File: src/sv/lru_pkg.sv
// Package with the shared types and constants of the LRU page replacement block.
package lru_pkg;

  localparam int PAGE_W       = 10;
  localparam int CFG_W        = 5;
  localparam int OCC_W        = 5;
  localparam int CAPACITY_DEF = 16;
  localparam int PAGES_DEF    = 1024;

  localparam logic [CFG_W-1:0] CAP_RESET = CFG_W'(16);

  typedef enum logic {
    KIND_ACCESS = 1'b0,
    KIND_EVICT  = 1'b1
  } kind_e;

  typedef enum logic [1:0] {
    STATUS_OK    = 2'd0,
    STATUS_FULL  = 2'd1,
    STATUS_EMPTY = 2'd2
  } status_e;

  typedef enum logic [1:0] {
    S_CLEAR,
    S_IDLE,
    S_EXEC
  } state_e;

  typedef struct packed {
    kind_e             kind;
    logic [PAGE_W-1:0] page;
  } in_item_t;

  typedef struct packed {
    logic              hit;
    logic              victim_valid;
    logic [PAGE_W-1:0] victim_page;
    status_e           status;
    logic [OCC_W-1:0]  occupancy;
  } out_item_t;

endpackage

File: src/sv/lru_ram.sv
// Generic single-write, single-read RAM with registered read data.
module lru_ram #(
  parameter int WIDTH = 1,
  parameter int DEPTH = 2
) (
  input  logic                     clk_i,
  input  logic                     we_i,
  input  logic [$clog2(DEPTH)-1:0] waddr_i,
  input  logic [WIDTH-1:0]         wdata_i,
  input  logic                     re_i,
  input  logic [$clog2(DEPTH)-1:0] raddr_i,
  output logic [WIDTH-1:0]         rdata_o
);

  logic [WIDTH-1:0] mem_q [DEPTH];
  logic [WIDTH-1:0] rdata_q;

  // Write port
  always_ff @(posedge clk_i) begin
    if (we_i) begin
      mem_q[waddr_i] <= wdata_i;
    end
  end

  // Read port, data held until the next read
  always_ff @(posedge clk_i) begin
    if (re_i) begin
      rdata_q <= mem_q[raddr_i];
    end
  end

  assign rdata_o = rdata_q;

endmodule

File: src/sv/lru_page_replacement_top.sv
// Top level of the LRU page replacement block: recency order, presence map and control.
// Each item's presence map read is issued at the accept edge; then, in S_EXEC, the item
// updates the recency order and the presence map and loads the result register.
// A new item is accepted in the cycle in which the previous one completes in S_EXEC, so
// items flow at one per cycle as long as the result register drains; a held result
// stalls the second item until it is taken. The presence map is a RAM of PAGES bits;
// after reset it is swept to zero one entry per cycle (PAGES entries, 1024 by default)
// while the input stays stalled. The page is matched to all valid recency entries at once.
// Configuration writes are taken at any time, including during the sweep.
module lru_page_replacement_top #(
  parameter int CAPACITY = lru_pkg::CAPACITY_DEF,
  parameter int PAGES    = lru_pkg::PAGES_DEF
) (
  input  logic                       clk_i,
  input  logic                       rst_ni,
  input  logic                       in_valid_i,
  output logic                       in_stall_o,
  input  lru_pkg::in_item_t          in_item_i,
  output logic                       out_valid_o,
  input  logic                       out_stall_i,
  output lru_pkg::out_item_t         out_item_o,
  input  logic                       cfg_we_i,
  input  logic [lru_pkg::CFG_W-1:0]  cfg_wdata_i
);

  localparam int PW   = $clog2(PAGES);
  localparam int CW   = $clog2(CAPACITY + 1);
  localparam int CMPW = (CW > lru_pkg::CFG_W) ? CW : lru_pkg::CFG_W;
  localparam int PGW  = lru_pkg::PAGE_W;

  // Reduce a page number modulo PAGES by conditional subtraction of scaled divisors
  function automatic logic [PGW-1:0] page_mod(input logic [PGW-1:0] p);
    logic [PGW-1:0] r;
    r = p;
    for (int k = PGW - 1; k >= 0; k--) begin
      if ((PAGES << k) < (1 << PGW)) begin
        if (int'(r) >= (PAGES << k)) begin
          r = r - PGW'(PAGES << k);
        end
      end
    end
    return r;
  endfunction

  lru_pkg::state_e state_q, state_d;

  logic [lru_pkg::CFG_W-1:0] cap_q;
  logic [PW-1:0]             clr_cnt_q;
  logic [CW-1:0]             count_q, count_d;
  logic [PGW-1:0]            order_q [CAPACITY];
  logic [PGW-1:0]            order_d [CAPACITY];
  logic [PGW-1:0]            nxt     [CAPACITY];
  lru_pkg::kind_e            kind_q;
  logic [PGW-1:0]            page_q;
  logic                      fwd_hit_q, fwd_bit_q;
  logic                      out_valid_q;
  lru_pkg::out_item_t        out_item_q, res;

  logic            accept, exec_fire, clearing, clr_last;
  logic [PGW-1:0]  in_page;
  logic [PW-1:0]   rd_addr;
  logic            rd_bit, present, full;
  logic [CAPACITY-1:0] match, seen;
  logic            upd_we, upd_bit;
  logic [PGW-1:0]  upd_page;
  logic            ram_we, ram_wdata;
  logic [PW-1:0]   ram_waddr;

  // Handshake and control outputs of the sequencer
  always_comb begin
    clearing  = (state_q == lru_pkg::S_CLEAR);
    clr_last  = (clr_cnt_q == PW'(PAGES - 1));
    exec_fire = (state_q == lru_pkg::S_EXEC) && (!out_valid_q || !out_stall_i);
    in_stall_o = clearing || ((state_q == lru_pkg::S_EXEC) && !exec_fire);
    accept    = in_valid_i && !in_stall_o;
  end

  // Next state
  always_comb begin
    state_d = state_q;
    unique case (state_q)
      lru_pkg::S_CLEAR: begin
        if (clr_last) state_d = lru_pkg::S_IDLE;
      end
      lru_pkg::S_IDLE: begin
        if (accept) state_d = lru_pkg::S_EXEC;
      end
      lru_pkg::S_EXEC: begin
        if (exec_fire && !accept) state_d = lru_pkg::S_IDLE;
      end
      default: state_d = lru_pkg::S_CLEAR;
    endcase
  end

  always_ff @(posedge clk_i or negedge rst_ni) begin
    if (!rst_ni) begin
      state_q   <= lru_pkg::S_CLEAR;
      clr_cnt_q <= '0;
      cap_q     <= lru_pkg::CAP_RESET;
      count_q   <= '0;
    end else begin
      state_q <= state_d;
      if (clearing) clr_cnt_q <= clr_cnt_q + PW'(1);
      if (cfg_we_i) cap_q <= cfg_wdata_i;
      if (exec_fire) count_q <= count_d;
    end
  end

  // Presence map lookup address for an incoming item
  assign in_page = page_mod(in_item_i.page);
  assign rd_addr = PW'(in_page);

  // Latch the item and any write that lands on the address being read
  always_ff @(posedge clk_i) begin
    if (accept) begin
      kind_q    <= in_item_i.kind;
      page_q    <= in_page;
      fwd_hit_q <= ram_we && (ram_waddr == rd_addr);
      fwd_bit_q <= ram_wdata;
    end
  end

  assign present = fwd_hit_q ? fwd_bit_q : rd_bit;

  // Match the page against valid recency entries and mark entries at or after it
  always_comb begin
    for (int i = 0; i < CAPACITY; i++) begin
      match[i] = (CW'(i) < count_q) && (order_q[i] == page_q);
    end
    for (int i = 0; i < CAPACITY; i++) begin
      seen[i] = |(match & ({CAPACITY{1'b1}} >> (CAPACITY - 1 - i)));
    end
    for (int i = 0; i < CAPACITY - 1; i++) begin
      nxt[i] = order_q[i + 1];
    end
    nxt[CAPACITY-1] = order_q[CAPACITY-1];
    full = (CMPW'(count_q) >= CMPW'(cap_q)) || (count_q == CW'(CAPACITY));
  end

  // Update recency order, count and presence map for the item in flight
  always_comb begin
    order_d  = order_q;
    count_d  = count_q;
    upd_we   = 1'b0;
    upd_bit  = 1'b0;
    upd_page = page_q;
    res      = '0;
    res.status = lru_pkg::STATUS_OK;
    unique case (kind_q)
      lru_pkg::KIND_ACCESS: begin
        if (present) begin
          res.hit = 1'b1;
          for (int i = 0; i < CAPACITY; i++) begin
            if (count_q == CW'(i + 1)) begin
              order_d[i] = page_q;
            end else if (seen[i] && (CW'(i + 1) < count_q)) begin
              order_d[i] = nxt[i];
            end
          end
        end else if (full) begin
          res.status = lru_pkg::STATUS_FULL;
        end else begin
          for (int i = 0; i < CAPACITY; i++) begin
            if (count_q == CW'(i)) order_d[i] = page_q;
          end
          count_d = count_q + CW'(1);
          upd_we  = 1'b1;
          upd_bit = 1'b1;
        end
      end
      lru_pkg::KIND_EVICT: begin
        if (count_q == '0) begin
          res.status = lru_pkg::STATUS_EMPTY;
        end else begin
          res.victim_valid = 1'b1;
          res.victim_page  = order_q[0];
          for (int i = 0; i < CAPACITY; i++) begin
            order_d[i] = nxt[i];
          end
          count_d  = count_q - CW'(1);
          upd_we   = 1'b1;
          upd_bit  = 1'b0;
          upd_page = order_q[0];
        end
      end
      default: res.status = lru_pkg::STATUS_OK;
    endcase
    res.occupancy = lru_pkg::OCC_W'(count_d);
  end

  // Advance the recency order
  always_ff @(posedge clk_i) begin
    if (exec_fire) begin
      order_q <= order_d;
    end
  end

  // Presence map write: clearing sweep first, then item updates
  always_comb begin
    if (clearing) begin
      ram_we    = 1'b1;
      ram_waddr = clr_cnt_q;
      ram_wdata = 1'b0;
    end else begin
      ram_we    = exec_fire && upd_we;
      ram_waddr = PW'(upd_page);
      ram_wdata = upd_bit;
    end
  end

  lru_ram #(
    .WIDTH(1),
    .DEPTH(PAGES)
  ) u_present (
    .clk_i  (clk_i),
    .we_i   (ram_we),
    .waddr_i(ram_waddr),
    .wdata_i(ram_wdata),
    .re_i   (accept),
    .raddr_i(rd_addr),
    .rdata_o(rd_bit)
  );

  // Result register: load on completion, drop when taken
  always_ff @(posedge clk_i or negedge rst_ni) begin
    if (!rst_ni) begin
      out_valid_q <= 1'b0;
    end else if (exec_fire) begin
      out_valid_q <= 1'b1;
    end else if (!out_stall_i) begin
      out_valid_q <= 1'b0;
    end
  end

  always_ff @(posedge clk_i) begin
    if (exec_fire) begin
      out_item_q <= res;
    end
  end

  assign out_valid_o = out_valid_q;
  assign out_item_o  = out_item_q;

endmodule

File: config.mk
export PLATFORM = sky130hd
export DESIGN_NAME = lru_page_replacement_top
export DESIGN_NICKNAME = d
export VERILOG_FILES = /design/src/sv/lru_pkg.sv /design/src/sv/lru_ram.sv /design/src/sv/lru_page_replacement_top.sv
export SDC_FILE = /design/constraint.sdc
export NUM_CORES = 2
export LEC_CHECK = 0
export BUFFER_PORTS_ARGS = -buffer_cell sky130_fd_sc_hd__clkbuf_2
export CORE_UTILIZATION = 43
export CTS_CLUSTER_DIAMETER = 80
export DETAILED_ROUTE_END_ITERATION = 10
export PLACE_DENSITY = 0.68
export SLEW_MARGIN = 15
export SYNTH_ARGS = -nofsm -noshare
export SYNTH_HDL_FRONTEND = slang
export SYNTH_HIERARCHICAL = 1
export SYNTH_SLANG_ARGS = --single-unit
File: constraint.sdc
create_clock -name clk_i -period 28.9 [get_ports clk_i]
set_input_delay 1.445 -clock clk_i [delete_from_list [all_inputs] [get_ports clk_i]]
set_output_delay 1.445 -clock clk_i [all_outputs]
set_load 0.02 [all_outputs]
==> summary.md <==
| Metric | Value |
|---|---|
| Status | `complete, no violations` |
| EDFF count, synth | `1,217` |
| Startpoint types | `register` |
| WL final | `148,000 um` |
| Clock buffer count from CTS | `121` |
| CTS Root Cell | `clkbuf_16` |
| Slew at the pin with the worst max-slew slack | `1260 ps` |
| I/O pin total | `42` |
| Clock buffer depth | `3` |
| RSZ-0062 raised after global routing | `false` |
| GRT Total Usage | `21.7%` |
| Synth top area cells | `edfxtp_1 (64%), mux4_2 (7.9%), nor2_1 (7.1%)` |
| Peak supply drop | `0.0604 mV` |
| Final min period | `6040 ps` |
| DP Cell Count | `5,633` |
| Die ar. | `134,000 um2` |
| DRC errors left | `0` |
| Post-synthesis register bit count | `1,240` |
| H-Tree Depth | `3` |
| Hold Startpoint | `nxt[6]` |
| Post-CTS Setup Inserts | `0` |
| Routed Antenna Nets | `0` |
| Area Overhead vs Synth | `9.77%` |
| Worst clock skew | `70.7 ps` |
| Total power | `5.02 mW` |
| Most common cell after layout, fill and taps aside | `edfxtp_1` |
| Port Buffers | `41` |
| First-pass GRT wire length | `218,000 um` |
| FF-to-FF setup slack | `22,860 ps` |
| Seq/Total Area, Yosys | `65.2%` |
| Iter 0 DRT Violations | `4,474` |
| RePlAce Congestion | `0.832` |
| Post-Synthesis Cells | `4,122` |
| Clk Latency, worst-skew pair | `770 ps` |
| Final instance area | `62,500 um2` |
| Worst r2r src | `count_q[1]` |
| Worst r2r dst | `u_present/mem_q[282]` |
| Hold depth | `1` |
| Worst endpoint required time | `29,290 ps` |
| CTS tree | `yes` |
| Most used cell along the critical path | `buf_4` |
| Sink Count | `1,240` |
| Power Density | `80.4 nW/um2` |
| Setup TNS | `0 ps` |
| Final Net Count | `4,033` |
| P_leak | `19.2 nW` |
| # hold bufs at CTS | `0` |
| CP Max Fanout | `124` |
| M1 WL | `58,400 um` |
| Critical path arrival | `6430 ps` |
| DP HPWL | `80,900 um` |
| Largest stage delay, worst path | `920 ps` |
| # setup viols final | `0` |
| Cell count of the worst reg-to-reg path | `9` |
| Period utilisation layout | `20.9%` |
| Met2 WL | `70,300 um` |
| Via density | `5.95` |
| Die Ht | `366 um` |
| Vias in the first global route | `33.7k` |
| Met3 wire len | `14,500 um` |
| Crit. End Element | `register` |
| Post_cts resized | `0` |
| Die Wd | `366 um` |
| Pre-Repair DR Iteration Count | `6` |
| Yosys cell types | `85` |
| Hold EP | `nxt[26]` |
| Yosys top cell by area | `edfxtp_1` |
| Syn Area/Cell | `13.8 um2` |
| Share of cells above drive strength 1 | `18.1%` |
| Mapped Nets | `4,154` |
| Initial antenna violation count | `3` |
| FFs w/ async S/R, synth | `1.85%` |
| Clock Pin Slew Worst Setup and Hold Paths | `70 ps` |
| Top Layer Used | `met5` |
| Slowest cell on the critical path | `buf_4` |
| WL/cell | `25.3 um` |
| Worst Hold Class | `register to register` |
| Final hold vios | `0` |
| Fin cells | `5,863` |
| Slew headroom | `15.9%` |
| Mapped Area | `56,900 um2` |
| Initial Utilization | `43.3%` |
| Predominant post-synthesis flop cell | `edfxtp_1` |
| Core Area | `131,000 um2` |
| Top-area cell type share of the netlist area | `64.2%` |
| Final slew viol count | `0` |
| Crit-path cells | `inv_1, ha_1, nor4bb_1, a211o_1, a31oi_1, and3_4, buf_4, buf_4, buf_4` |
| Largest net degree at the start of global routing | `147` |
| Vias | `34.9k` |
| Syn. warnings | `6` |
| FMAX | `166 MHz` |
| Max-cap violation count | `0` |
| Commonest non-fill, non-tap cells in the layout | `edfxtp_1 (1,217), nor2_1 (1,074), mux4_2 (200), mux2_2 (145), nand2_1 (127)` |
| Total gr overflow | `0` |
| Critical path class | `register to register` |
| Post-place instance area | `58,400 um2` |
| # rows | `133` |
[Yosys cell counts, types with 5 or more instances]
| cell type | count |
|---|---|
| edfxtp_1 | 1217 |
| nor2_1 | 1074 |
| clkbuf_1 | 219 |
| mux4_2 | 200 |
| mux2_2 | 145 |
| nand2_1 | 138 |
| mux2i_1 | 125 |
| xnor2_1 | 106 |
| a21oi_1 | 67 |
| buf_1 | 65 |
| xor2_1 | 56 |
| nor3_1 | 55 |
| nand3_1 | 53 |
| buf_2 | 50 |
| o221ai_1 | 49 |
| nand4_1 | 35 |
| o21ai_0 | 35 |
| inv_1 | 32 |
| o22ai_1 | 30 |
| nor2b_1 | 29 |
| a22oi_1 | 24 |
| dfrtp_1 | 22 |
| nor4_1 | 20 |
| a21oi_2 | 19 |
| buf_6 | 19 |
| and3_1 | 15 |
| a31oi_1 | 14 |
| buf_4 | 14 |
| mux4_1 | 14 |
| and2_1 | 11 |
| ha_1 | 11 |
| nand2b_1 | 11 |
| a211oi_1 | 10 |
| a222oi_1 | 10 |
| a2111oi_0 | 8 |
| a22o_1 | 8 |
| nor3b_1 | 8 |
| nand3b_1 | 5 |
| o211ai_1 | 5 |
| o31ai_1 | 5 |
| or2_2 | 5 |
[metal layers]
metal  vias up  global-route usage (%)
met1     17900                    29.6
met5         -                       0
li1      15000                       -
met4         2                    8.02
met3       305                    3.66
met2      1708                    34.9
[stage by stage]
stage / util [%] / hold slack [ps] / setup slack [ps]
2_1_floorplan: - / 480 / 11020
3_3_place_gp: 44.5 / 520 / 23200
3_5_place_dp: 44.5 / 522 / 23100
4_1_cts: 47.5 / 499 / 23030
5_1_grt: 47.6 / 498 / 22470
6_report: 47.6 / 492 / 22860
[registers in the layout (all words and copies together) (netlist names), 2 cells and up]
name             flops
order_q             10
u_present/mem_q   1024
count_q              5
clr_cnt_q           10
state_q              2
cap_q                5
page_q              10
out_item_o          19
nxt                150
[worst max-delay path by stage]
stage                  from                   end  slack [ps]  cells after the start
6_report         count_q[1]  u_present/mem_q[282]       22860                      9
5_1_grt          count_q[1]  u_present/mem_q[282]       22470                      9
3_5_place_dp     count_q[1]  u_present/mem_q[286]       23100                      9
3_3_place_gp   in_item_i[0]     u_present/rdata_o       23200                      9
2_1_floorplan    count_q[1]             fwd_bit_q       11020                      8
4_1_cts          count_q[1]  u_present/mem_q[286]       23030                      9
[layout make-up]
class / count / area (um2)
Fill cell: 11300 / 68800
Sequential cell: 1240 / 37100
Multi-Input combinational cell: 2469 / 18000
Clock buffer: 138 / 3110
Tap cell: 1755 / 2200
Timing Repair Buffer: 133 / 948
Clock inverter: 91 / 911
Inverter: 36 / 135
Antenna cell: 1 / 2.50
[logic make-up after synthesis]
| family | share of synthesized area [%] |
|---|---|
| xor+xnor | 2.49 |
| buf+inv | 3.36 |
| fa+ha+maj | 0.242 |
| mux | 13.6 |
| compound gates | 4.10 |
| simple gates | 10.9 |
| flops | 65.2 |
[worst max-delay path: cells and delay by family (launching register included)]
| family | cells | cell delay (ps) |
|---|---|---|
| buffers and inverters | 4 | 2830 |
| DFF | 1 | 830 |
| and+or+nand+nor | 2 | 820 |
| AOI/OAI and AO/OA | 2 | 630 |
| adders and majority gates | 1 | 330 |
[where the power goes]
group | internal [mW] | switching [mW] | total (mW)
clock | 0.901 | 0.700 | 1.60
sequential | 2.19 | 0.0570 | 2.24
combinational | 0.302 | 0.877 | 1.18
total | 3.39 | 1.63 | 5.02
Note: power is estimated with default switching activity, not from simulation.
